==> src/rtl/vsfc_pkg.sv <==
// Shared types and constants for the vector segment fraction check.
// No dependencies; imported by vector_segment_fraction_check.
`default_nettype none

package vsfc_pkg;

    // Coordinate and fraction defaults
    localparam int VALUE_BITS_DEF    = 32;
    localparam int FRACTION_BITS_DEF = 16;
    localparam int COORD_FRAC_BITS   = 16;

    // Tolerance register, Q15.16 unsigned
    localparam int               TOL_BITS  = 31;
    localparam logic [TOL_BITS-1:0] TOL_RESET = 31'd66;

    // Result codes
    localparam logic [1:0] VERDICT_ON_SEGMENT  = 2'd0;
    localparam logic [1:0] VERDICT_OFF_SEGMENT = 2'd1;
    localparam logic [1:0] VERDICT_DEGENERATE  = 2'd2;

    typedef enum logic [3:0] {
        ST_IDLE,
        ST_DIFF,
        ST_DEGEN,
        ST_PRE1,
        ST_PRE2,
        ST_DIV,
        ST_CLAMP,
        ST_AGREE,
        ST_FINISH
    } fsm_t;

endpackage

`default_nettype wire

==> src/rtl/vector_segment_fraction_check.sv <==
// Point-on-segment check, one dimension per transfer, with a serial divider.
// Depends on vsfc_pkg for constants, result codes and the sequencer state type.
//
// Each input transfer carries one dimension (point, source, destination, signed
// fixed point with 16 fraction bits) and a last-dimension flag. A dimension whose
// source and destination coincide within the tolerance only checks the point;
// any other dimension computes r = (p - s) / (d - s) with a restoring divider
// that produces one quotient bit per clock, then clamps r into 0..1 and checks
// it against the first fraction of the vector. On the last dimension one result
// transfer gives the verdict and the fraction. A dimension that divides goes
// through ST_DIFF, ST_DEGEN, ST_PRE1, ST_PRE2, the ST_DIV steps, ST_CLAMP,
// ST_AGREE when it is checked against the first fraction, and ST_FINISH; it
// skips ST_AGREE when it sets the first fraction or fails the clamp. A quotient
// of two or more is rejected in ST_PRE2, a degenerate dimension goes from
// ST_DEGEN to ST_FINISH, and a dimension after a rejection goes from ST_IDLE
// straight to ST_FINISH. Input stall is high while a dimension is in work. A
// finished result sits in an output register, so the next dimension is taken
// while it waits; a last dimension holds in its final step until the output
// register is free. The tolerance may be written whenever cfg_ready is high.
`default_nettype none

module vector_segment_fraction_check #(
    parameter int VALUE_BITS    = vsfc_pkg::VALUE_BITS_DEF,
    parameter int FRACTION_BITS = vsfc_pkg::FRACTION_BITS_DEF
) (
    input  wire logic                         clk,
    input  wire logic                         rst_n,

    input  wire logic                         cfg_valid,
    output      logic                         cfg_ready,
    input  wire logic [vsfc_pkg::TOL_BITS-1:0] tolerance,

    input  wire logic                         in_valid,
    output      logic                         in_stall,
    input  wire logic signed [VALUE_BITS-1:0] point_value,
    input  wire logic signed [VALUE_BITS-1:0] source_value,
    input  wire logic signed [VALUE_BITS-1:0] dest_value,
    input  wire logic                         last_dimension,

    output      logic                         out_valid,
    input  wire logic                         out_stall,
    output      logic [1:0]                   verdict,
    output      logic [FRACTION_BITS:0]       fraction
);

    import vsfc_pkg::*;

    localparam int VB     = VALUE_BITS;
    localparam int FB     = FRACTION_BITS;
    localparam int CW     = (VB > TOL_BITS) ? VB : TOL_BITS;
    localparam int TF_SHL = (FB >= COORD_FRAC_BITS) ? FB - COORD_FRAC_BITS : 0;
    localparam int TF_SHR = (FB >= COORD_FRAC_BITS) ? 0 : COORD_FRAC_BITS - FB;
    localparam int TFW    = TOL_BITS + TF_SHL;
    localparam int CNTW   = $clog2(FB);

    localparam logic [FB:0]     FRAC_ONE = (FB+1)'(1) << FB;
    localparam logic [CNTW-1:0] CNT_LAST = CNTW'(FB - 1);

    // {a < b, |a - b|} on sign-extended operands
    function automatic logic [VB:0] abs_diff(input logic [VB-1:0] a, input logic [VB-1:0] b);
        logic [VB:0] d;
        d = {a[VB-1], a} - {b[VB-1], b};
        if (d[VB])
            abs_diff = {1'b1, VB'(~d + 1'b1)};
        else
            abs_diff = {1'b0, d[VB-1:0]};
    endfunction

    fsm_t state_reg, state_next;

    logic [TOL_BITS-1:0] tol_reg;
    logic                rejected_reg;
    logic                frac_set_reg;
    logic [FB:0]         running_reg;

    logic                out_valid_reg;
    logic [1:0]          verdict_reg;
    logic [FB:0]         fraction_reg;

    // Datapath, no reset needed
    logic [VB-1:0]       p_reg, s_reg, d_reg;
    logic                last_reg;
    logic [VB-1:0]       den_reg, rem_reg, dp_reg, sp_reg;
    logic                nn_reg, nd_reg;
    logic [FB:0]         quo_reg;
    logic [FB:0]         r_reg;
    logic [CNTW-1:0]     cnt_reg;

    logic                in_xfer, out_xfer;
    logic [VB:0]         den_ad, num_ad, dp_ad, sp_ad;
    logic [TFW-1:0]      tol_f;
    logic                degen, degen_fail;
    logic                rem_ge_den;
    logic [VB-1:0]       rem_sub;
    logic [VB:0]         rem_dbl;
    logic                dbl_ge_den;
    logic                clamp_reject;
    logic [FB:0]         clamp_r;
    logic [FB:0]         gap;
    logic                agree_fail;
    logic                out_free;
    logic                result_load;

    assign in_xfer  = in_valid && !in_stall;
    assign out_xfer = out_valid_reg && !out_stall;
    assign out_free = !out_valid_reg || !out_stall;

    // last dimension finishing into a free output register
    assign result_load = (state_reg == ST_FINISH) && last_reg && out_free;

    assign den_ad = abs_diff(d_reg, s_reg);
    assign num_ad = abs_diff(p_reg, s_reg);
    assign dp_ad  = abs_diff(d_reg, p_reg);
    assign sp_ad  = abs_diff(s_reg, p_reg);

    assign tol_f = (TFW'(tol_reg) << TF_SHL) >> TF_SHR;

    assign degen      = CW'(den_reg) < CW'(tol_reg);
    assign degen_fail = (CW'(dp_reg) > CW'(tol_reg)) || (CW'(sp_reg) > CW'(tol_reg));

    // shared restoring step
    assign rem_ge_den = rem_reg >= den_reg;
    assign rem_sub    = rem_reg - den_reg;
    assign rem_dbl    = {rem_reg, 1'b0};
    assign dbl_ge_den = rem_dbl >= {1'b0, den_reg};

    always_comb
    begin
        clamp_reject = 1'b0;
        clamp_r      = quo_reg;
        if ((quo_reg != '0) && (nn_reg != nd_reg))
        begin
            // negative side: snap to zero when close enough
            if (TFW'(quo_reg) < tol_f)
                clamp_r = '0;
            else
                clamp_reject = 1'b1;
        end
        else if (quo_reg > FRAC_ONE)
        begin
            if (TFW'(quo_reg - FRAC_ONE) < tol_f)
                clamp_r = FRAC_ONE;
            else
                clamp_reject = 1'b1;
        end
    end

    assign gap        = (r_reg >= running_reg) ? r_reg - running_reg : running_reg - r_reg;
    assign agree_fail = TFW'(gap) > tol_f;

    // next state
    always_comb
    begin
        state_next = state_reg;
        unique case (state_reg)
            ST_IDLE:
            begin
                if (in_xfer)
                    state_next = rejected_reg ? ST_FINISH : ST_DIFF;
            end
            ST_DIFF:   state_next = ST_DEGEN;
            ST_DEGEN:  state_next = degen ? ST_FINISH : ST_PRE1;
            ST_PRE1:   state_next = ST_PRE2;
            ST_PRE2:   state_next = rem_ge_den ? ST_FINISH : ST_DIV;
            ST_DIV:
            begin
                if (cnt_reg == CNT_LAST)
                    state_next = ST_CLAMP;
            end
            ST_CLAMP:
            begin
                if (clamp_reject || !frac_set_reg)
                    state_next = ST_FINISH;
                else
                    state_next = ST_AGREE;
            end
            ST_AGREE:  state_next = ST_FINISH;
            ST_FINISH:
            begin
                if (!last_reg || out_free)
                    state_next = ST_IDLE;
            end
            default:   state_next = ST_IDLE;
        endcase
    end

    // handshake outputs
    always_comb
    begin
        in_stall  = (state_reg != ST_IDLE);
        cfg_ready = (state_reg == ST_IDLE);
    end

    always_ff @(posedge clk or negedge rst_n)
    begin
        if (!rst_n)
            state_reg <= ST_IDLE;
        else
            state_reg <= state_next;
    end

    // control state and result register
    always_ff @(posedge clk or negedge rst_n)
    begin
        if (!rst_n)
        begin
            tol_reg       <= TOL_RESET;
            rejected_reg  <= 1'b0;
            frac_set_reg  <= 1'b0;
            running_reg   <= '0;
            out_valid_reg <= 1'b0;
            verdict_reg   <= VERDICT_ON_SEGMENT;
            fraction_reg  <= '0;
        end
        else
        begin
            if (cfg_valid && cfg_ready)
                tol_reg <= tolerance;

            if (result_load)
                out_valid_reg <= 1'b1;
            else if (out_xfer)
                out_valid_reg <= 1'b0;

            unique case (state_reg)
                ST_DEGEN:
                begin
                    if (degen && degen_fail)
                        rejected_reg <= 1'b1;
                end
                ST_PRE2:
                begin
                    if (rem_ge_den)
                        rejected_reg <= 1'b1;
                end
                ST_CLAMP:
                begin
                    if (clamp_reject)
                        rejected_reg <= 1'b1;
                    else if (!frac_set_reg)
                    begin
                        running_reg  <= clamp_r;
                        frac_set_reg <= 1'b1;
                    end
                end
                ST_AGREE:
                begin
                    if (agree_fail)
                        rejected_reg <= 1'b1;
                end
                ST_FINISH:
                begin
                    if (result_load)
                    begin
                        if (rejected_reg)
                        begin
                            verdict_reg  <= VERDICT_OFF_SEGMENT;
                            fraction_reg <= '0;
                        end
                        else if (!frac_set_reg)
                        begin
                            verdict_reg  <= VERDICT_DEGENERATE;
                            fraction_reg <= '0;
                        end
                        else
                        begin
                            verdict_reg  <= VERDICT_ON_SEGMENT;
                            fraction_reg <= running_reg;
                        end
                        rejected_reg <= 1'b0;
                        frac_set_reg <= 1'b0;
                        running_reg  <= '0;
                    end
                end
                default:
                begin
                end
            endcase
        end
    end

    // datapath
    always_ff @(posedge clk)
    begin
        unique case (state_reg)
            ST_IDLE:
            begin
                if (in_xfer)
                begin
                    p_reg    <= point_value;
                    s_reg    <= source_value;
                    d_reg    <= dest_value;
                    last_reg <= last_dimension;
                end
            end
            ST_DIFF:
            begin
                den_reg <= den_ad[VB-1:0];
                nd_reg  <= den_ad[VB];
                rem_reg <= num_ad[VB-1:0];
                nn_reg  <= num_ad[VB];
                dp_reg  <= dp_ad[VB-1:0];
                sp_reg  <= sp_ad[VB-1:0];
            end
            ST_PRE1:
            begin
                // integer bit of the quotient
                if (rem_ge_den)
                begin
                    rem_reg <= rem_sub;
                    quo_reg <= (FB+1)'(1);
                end
                else
                    quo_reg <= '0;
                cnt_reg <= '0;
            end
            ST_DIV:
            begin
                if (dbl_ge_den)
                begin
                    rem_reg <= VB'(rem_dbl - {1'b0, den_reg});
                    quo_reg <= {quo_reg[FB-1:0], 1'b1};
                end
                else
                begin
                    rem_reg <= rem_dbl[VB-1:0];
                    quo_reg <= {quo_reg[FB-1:0], 1'b0};
                end
                cnt_reg <= cnt_reg + 1'b1;
            end
            ST_CLAMP:
            begin
                r_reg <= clamp_r;
            end
            default:
            begin
            end
        endcase
    end

    assign out_valid = out_valid_reg;
    assign verdict   = verdict_reg;
    assign fraction  = fraction_reg;

endmodule

`default_nettype wire
==> config.mk <==
export PLATFORM = sky130hd
export DESIGN_NAME = vector_segment_fraction_check
export DESIGN_NICKNAME = d
export VERILOG_FILES = /design/src/rtl/vsfc_pkg.sv /design/src/rtl/vector_segment_fraction_check.sv
export SDC_FILE = /design/constraint.sdc
export NUM_CORES = 1
export LEC_CHECK = 0
export ABC_AREA = 1
export BUFFER_PORTS_ARGS = -buffer_cell sky130_fd_sc_hd__buf_2
export CORE_UTILIZATION = 45
export CTS_CLUSTER_DIAMETER = 80
export DETAILED_ROUTE_END_ITERATION = 12
export SLEW_MARGIN = 20
export SYNTH_ARGS = -nofsm -noshare
export SYNTH_HDL_FRONTEND = slang
export SYNTH_SLANG_ARGS = --single-unit
==> constraint.sdc <==
create_clock -name clk -period 10.6 [get_ports clk]
set_input_delay 2.12 -clock clk [delete_from_list [all_inputs] [get_ports clk]]
set_output_delay 2.12 -clock clk [all_outputs]
set_load 0.03 [all_outputs]
==> results of run 1 <==
==> cells in the final DEF, fill, tap and decap left out, drive strengths merged, types with 3 or more instances in the layout <==
master,count
xor2,98
nand4,85
nand2,1467
edfxtp,265
xnor2,43
a21o,12
a211oi,10
a221oi,3
clkbuf,48
nor3b,4
nand3,341
clkinv,21
nor2,471
inv,792
o21ai,240
buf,168
a21boi,8
nor4,15
nand3b,25
and3,3
nor3,44
o211ai,19
bufinv,3
o21a,23
or2,15
o21bai,25
a32o,17
a21oi,334
fa,8
and2,6
clkinvlp,5
dfrtp,72
a31oi,18
ha,370
==> critical path, delay by kind of cell (launching register included) <==
kind / cells / cell delay (ns)
flip-flops: 1 / 0.38
AND/OR/NAND/NOR: 11 / 0.91
XOR/XNOR: 1 / 0.26
adder cells (fa/ha/maj): 2 / 0.67
buffers and inverters: 2 / 0.36
AO/OA/AOI/OAI: 6 / 1.63
==> power by group <==
| group | leakage [uW] | internal [uW] | switching, uW | total, uW |
|---|---|---|---|---|
| registers | 0.00343 | 2190 | 318 | 2510 |
| logic | 0.0145 | 2810 | 6300 | 9110 |
| clock network | 0.000704 | 855 | 656 | 1510 |
==> per-layer routing <==
metal  wire (um)  vias to the layer above  global-route usage
met5           0                        -                   0
met4        3890                        0              0.0945
met3        5940                      153              0.0264
met2       53500                      943               0.515
met1       52000                    14697               0.407
li1            -                    16378                   -
==> cells by family after synthesis <==
group                    count (synthesis)  share of synthesized area
XOR/XNOR                               141                     0.0383
adder cells (fa/ha/maj)                378                      0.142
multiplexers                             1                   0.000298
AO/OA/AOI/OAI                          720                      0.120
flip-flops                             339                      0.292
buffers and inverters                  848                     0.0971
AND/OR/NAND/NOR                       2477                      0.310
==> layout make-up <==
type	count	area, um2	area share
Tap cell	959	1200	0.0325
Timing Repair Buffer	168	878	0.0238
Sequential cell	339	9810	0.266
Clock inverter	33	355	0.00963
Clock buffer	48	1120	0.0302
Inverter	788	2960	0.0802
Multi-Input combinational cell	3717	20600	0.558
==> per-stage QoR <==
step / util / setup WS [ns] / hold slack (ns) / instances
2_1_floorplan: - / 3.88 / 0.463 / 4904
3_3_place_gp: 0.482 / 6.31 / 0.462 / 5971
3_5_place_dp: 0.483 / 6.25 / 0.476 / 5971
4_1_cts: 0.503 / 6.23 / 0.489 / 6052
5_1_grt: 0.503 / 5.68 / 0.500 / 6052
6_report: 0.503 / 6.26 / 0.483 / 6052
==> worst max path at each step <==
stage                          from           end
global placement    running_reg[10]  rejected_reg
global route         running_reg[6]  rejected_reg
detailed placement  running_reg[10]  rejected_reg
floorplan                  in_valid      d_reg[0]
finish               running_reg[6]  rejected_reg
CTS                 running_reg[10]  rejected_reg
==> run summary, run 1 <==
Part of the cycle the worst path needs: 0.410
CP Launch Type: flip-flop
Crit path top cell by count: nand2_1
Ys async rst share: 0.218
Seq cells post-synth: 339
Commonest cells post-synth: nand2_1, inv_1, nor2_1
Overall routing resource usage: 0.303
Hold buffer count at CTS: 0
Synthesized instance count: 4904
WS Path Type: flip-flop to flip-flop
Worst slew margin: 0.297
P_leak: 0.0186 uW
Worst hold endpoint: fraction[7]
Initial antenna violation count: 0
Worst Path Arrival: 4.85 ns
DR vias/cell: 5.32
Core footprint: 0.0735 mm2
CTS H-tree lvls: 2
Avg Inst Size Synth: 6.86 um2
Slew Limit Fails: 0
Worst r2r src: running_reg[6]
Final Hold Vio Count: 0
Total Wirelength: 115000 um
DPL Wire Length: 96400 um
Non-Filler Cell Area, Final: 0.0369 mm2
Port Buffers: 154
Remaining DRCs: 0
Post-synth top area share: 0.237
CTS Buf Count: 44
Vias in the first global route: 30109
Clock Path Buffers: 3
I/O pin total: 155
Maximum VDD drop: 0.161 mV
Post-CTS setup buffer count: 0
Cell Chain, Critical Path: inv_1, ha_1, a21o_1, a31oi_1, o21ai_1, nand2_1, nand3_1, a21oi_2, inv_2, o21ai_1, xor2_1, ha_1, nand4_1, nor3_1, a211oi_1, nand2_1, nand2_1, nand2_1, nor2_1, nand3_1, nand2_1, nand2_1
Die footprint: 0.0758 mm2
Number of flops mapped to enable cells by yosys: 265
Post-synth cell types: 57
Area delta synth->final: 9.79%
TritonCTS clock tree: done
Chip Width: 275 um
Via count: 32171
Setup skew after layout: 0.0459 ns
Placer congestion estimate: 0.949
Worst Hold Depth: 1
Main area contributors after synthesis: edfxtp_1, nand2_1, ha_1, inv_1, dfrtp_1
Final ANT Viol Nets: 0
Max-cap violations: 0
Post-CTS Resized: 0
Initial Util: 0.458
Die height: 275 um
Critical path peak fanout: 17
Critical path's slowest cell: a21oi_2
Synth warn: 0
Fillers: 7548
R2R setup slack: 6.26 ns
Leading area contributor after synthesis: edfxtp_1
Clk_lat worst skew: 0.62 ns
Least-Margin Pin Slew: 1.04 ns
Mapped Area: 0.0336 mm2
Final min period: 4.34 ns
Placed inst area: 0.0354 mm2
Setup-failing EPs final: 0
Element type at the critical path end: flip-flop
Main flop type after synthesis: edfxtp_1
Syn nets: 5415
Hold path startpoint: fraction[7]
Run status: completed
Layout cells sized above 1: 0.0695
Peak Freq: 0.230 GHz
Clock tree sinks: 339
First-pass iteration count of the detailed router: 6
Worst EP required: 11.11 ns
CTS Root Cell: clkbuf_16
Sequential cell area fraction in the yosys report: 0.292
Antenna cells: 0
Reg2Reg Depth: 22
Pwr Density: 356 mW/mm2
Row cnt: 99
Drt wl/cell: 19.0 um
Total power: 13100 uW
CP max stage delay: 0.57 ns
Clock transition at path regs: 0.06 ns
Hold crit path type: flip-flop to flip-flop
RSZ-0062 raised after global routing: false
Worst R2R End: rejected_reg
Most common cell in the netlist: nand2_1
Largest net degree at the start of global routing: 82
Final TNS setup: 0 ns
Initial DRC count: 2718
Post-layout nets: 5569
First-pass GRT wire length: 175000 um
GRT Residual Overflow: 0
Power figures use the tool's default switching activity.
==> run 2: changes to the inputs <==
clock period = 4.2 ns   (was 10.6 ns; I/O delays follow)
==> run 2 against run 1 <==
Fmax rose by 15%. First-iteration DRC count fell by 4.1%. Routed wire length rose by 0.38%. Non-clock buffer count rose by 19. Total power rose to 2.5 times the previous value. Largest power group unchanged.
==> run summary, run 2 (synthesized netlist as in run 1, its figures left out) <==
Hold buffer count at CTS: 0 (unchanged)
Cell Chain, Critical Path: inv_1, ha_1, a21oi_1, o21ai_0, a21oi_1, nand3_1, a21oi_4, buf_6, mux2i_1, xor2_1, ha_1, nand4_1, nor3_1, a211oi_1, nand2_1, nand2_1, nand2_1, nor2_1, nand3_1, nand2_1, nand2_1 (was inv_1, ha_1, a21o_1, a31oi_1, o21ai_1, nand2_1, nand3_1, a21oi_2, inv_2, o21ai_1, xor2_1, ha_1, nand4_1, nor3_1, a211oi_1, nand2_1, nand2_1, nand2_1, nor2_1, nand3_1, nand2_1, nand2_1)
Initial antenna violation count: 0 (unchanged)
Total Wirelength: 116000 um (was 115000 um)
Slew Limit Fails: 0 (unchanged)
First-pass GRT wire length: 175000 um (about the same)
CP Launch Type: flip-flop (unchanged)
Worst EP required: 4.70 ns (was 11.11 ns)
Reg2Reg Depth: 21 (was 22)
Setup-failing EPs final: 0 (unchanged)
Final min period: 3.78 ns (was 4.34 ns)
Overall routing resource usage: 0.304 (was 0.303)
Final TNS setup: 0 ns (unchanged)
CTS H-tree lvls: 2 (unchanged)
Antenna cells: 0 (unchanged)
DPL Wire Length: 96900 um (was 96400 um)
RSZ-0062 raised after global routing: false (unchanged)
Drt wl/cell: 19.1 um (was 19.0 um)
Initial DRC count: 2607 (was 2718)
Crit path top cell by count: nand2_1 (unchanged)
Row cnt: 99 (unchanged)
I/O pin total: 155 (unchanged)
Hold crit path type: input pin to asynchronous set/reset pin (was flip-flop to flip-flop)
Clock tree sinks: 339 (unchanged)
Setup skew after layout: 0.0362 ns (was 0.0459 ns)
Crit path depth: 21 (was 22)
Worst r2r src: running_reg[10] (was running_reg[6])
Final Hold Vio Count: 0 (unchanged)
CTS Buf Count: 44 (unchanged)
Initial Util: 0.458 (unchanged)
Final ANT Viol Nets: 0 (unchanged)
Max-cap violations: 0 (unchanged)
Fillers: 7489 (was 7548)
FF+latch area: 0.00981 mm2 (unchanged)
R2R setup slack: 0.42 ns (was 6.26 ns)
Least-Margin Pin Slew: 0.956 ns (was 1.04 ns)
Remaining DRCs: 0 (unchanged)
Worst slew margin: 0.361 (was 0.297)
Most frequent cells in the layout: nand2_1, inv_1, nor2_1 (unchanged)
Port Buffers: 154 (unchanged)
Critical path's slowest cell: dfrtp_1 (was a21oi_2)
DR vias/cell: 5.37 (was 5.32)
Placer congestion estimate: 0.990 (was 0.949)
Via count: 32595 (was 32171)
CTS Root Cell: clkbuf_16 (unchanged)
Run status: completed (unchanged)
Pwr Density: 899 mW/mm2 (was 356 mW/mm2)
Family with the most delay on the worst path: compound AO/OA/AOI/OAI gates (unchanged)
Clock Path Buffers: 3 (unchanged)
Worst R2R End: rejected_reg (unchanged)
Placed inst area: 0.0356 mm2 (was 0.0354 mm2)
WS Path Type: flip-flop to flip-flop (unchanged)
Layout cells sized above 1: 0.0743 (was 0.0695)
Vias in the first global route: 30513 (was 30109)
Die height: 275 um (unchanged)
Commonest non-fill, non-tap cell in the layout: nand2_1 (unchanged)
GRT Residual Overflow: 0 (unchanged)
Worst Path Buf+Inv: 2 (unchanged)
Die footprint: 0.0758 mm2 (unchanged)
Maximum VDD drop: 0.409 mV (was 0.161 mV)
P_leak: 0.0187 uW (was 0.0186 uW)
Area delta synth->final: 10.6% (was 9.79%)
Part of the cycle the worst path needs: 0.901 (was 0.410)
First-pass iteration count of the detailed router: 5 (was 6)
Post-layout nets: 5588 (was 5569)
CP max stage delay: 0.37 ns (was 0.57 ns)
TritonCTS clock tree: done (unchanged)
Clock transition at path regs: 0.06 ns (about the same)
Chip Width: 275 um (unchanged)
Peak Freq: 0.264 GHz (was 0.230 GHz)
Critical path peak fanout: 8 (was 17)
Critical Path End: rejected_reg (unchanged)
Clk_lat worst skew: 0.61 ns (was 0.62 ns)
Element type at the critical path end: flip-flop (unchanged)
Worst Path Arrival: 4.28 ns (was 4.85 ns)
Core footprint: 0.0735 mm2 (unchanged)
Largest net degree at the start of global routing: 97 (was 82)
Non-Filler Cell Area, Final: 0.0372 mm2 (was 0.0369 mm2)
Area occupied by multi-input gates: 0.0206 mm2 (about the same)
Critical Path Start: running_reg[10] (was running_reg[6])
==> run 2: cell types whose count changed in the layout (fill, tap and decap cells not counted), moves of 2 or more <==
cell,change
buf_4,+14
clkinvlp_4,-2
clkbuf_4,+3
buf_12,+4
o21ai_1,+3
ha_2,+2
clkinv_2,-3
o21ai_0,-3
ha_1,-2
clkbuf_8,+2
==> run 2: what timing repair did <==
item	in CTS	in global routing
endpoints found under the setup margin	0	1
endpoints found under the hold margin	0	0
buffers inserted	0	1
resized for setup	0	15
==> run 2: worst min path at each step <==
| stage | to | cells after the start | slack (ns) | start |
|---|---|---|---|---|
| finish | tol_f[9] | 1 | 0.27 | rst_n |
| global route | tol_f[16] | 1 | 0.31 | rst_n |
| CTS | rejected_reg | 1 | 0.29 | rst_n |
| detailed placement | fraction[11] | 1 | 0.48 | fraction[11] |
| global placement | verdict[1] | 2 | 0.46 | verdict[1] |
| floorplan | out_valid | 2 | 0.46 | last_reg |
==> run 2: metrics by stage <==
stage / hold slack (ns) / utilization / cells / power [uW] / setup WS [ns]
floorplan: 0.463 / - / 4904 / 22300 / 0.611
finish: 0.272 / 0.506 / 6072 / 33400 / 0.416
global placement: 0.465 / 0.485 / 5989 / 28900 / 0.148
detailed placement: 0.478 / 0.485 / 5989 / 29100 / 0.143
CTS: 0.293 / 0.505 / 6071 / 33100 / 0.130
global route: 0.311 / 0.506 / 6072 / 36400 / 0.00973
==> run 2: area by class of cell <==
class | count | area share
clock buffers | 54 | 0.0320
clock inverters | 28 | 0.00811
inverters | 788 | 0.0797
multi-input cells | 3717 | 0.555
flip-flops and latches | 339 | 0.264
well taps | 959 | 0.0323
repair buffers | 187 | 0.0289
==> run 2: power breakdown <==
| part | switching [uW] | internal, uW | leakage (uW) | total, uW |
|---|---|---|---|---|
| combinational | 15900 | 7250 | 0.0146 | 23200 |
| sequential | 830 | 5530 | 0.00343 | 6360 |
| clock | 1630 | 2240 | 0.000724 | 3870 |
==> run 2: per-layer routing <==
| metal | GRT usage | part of all wire | vias up |
|---|---|---|---|
| met2 | 0.506 | 0.46 | 980 |
| met5 | 0 | 0 | - |
| met4 | 0.125 | 0.046 | 0 |
| met3 | 0.0275 | 0.051 | 178 |
| met1 | 0.403 | 0.45 | 15020 |
| li1 | - | - | 16417 |
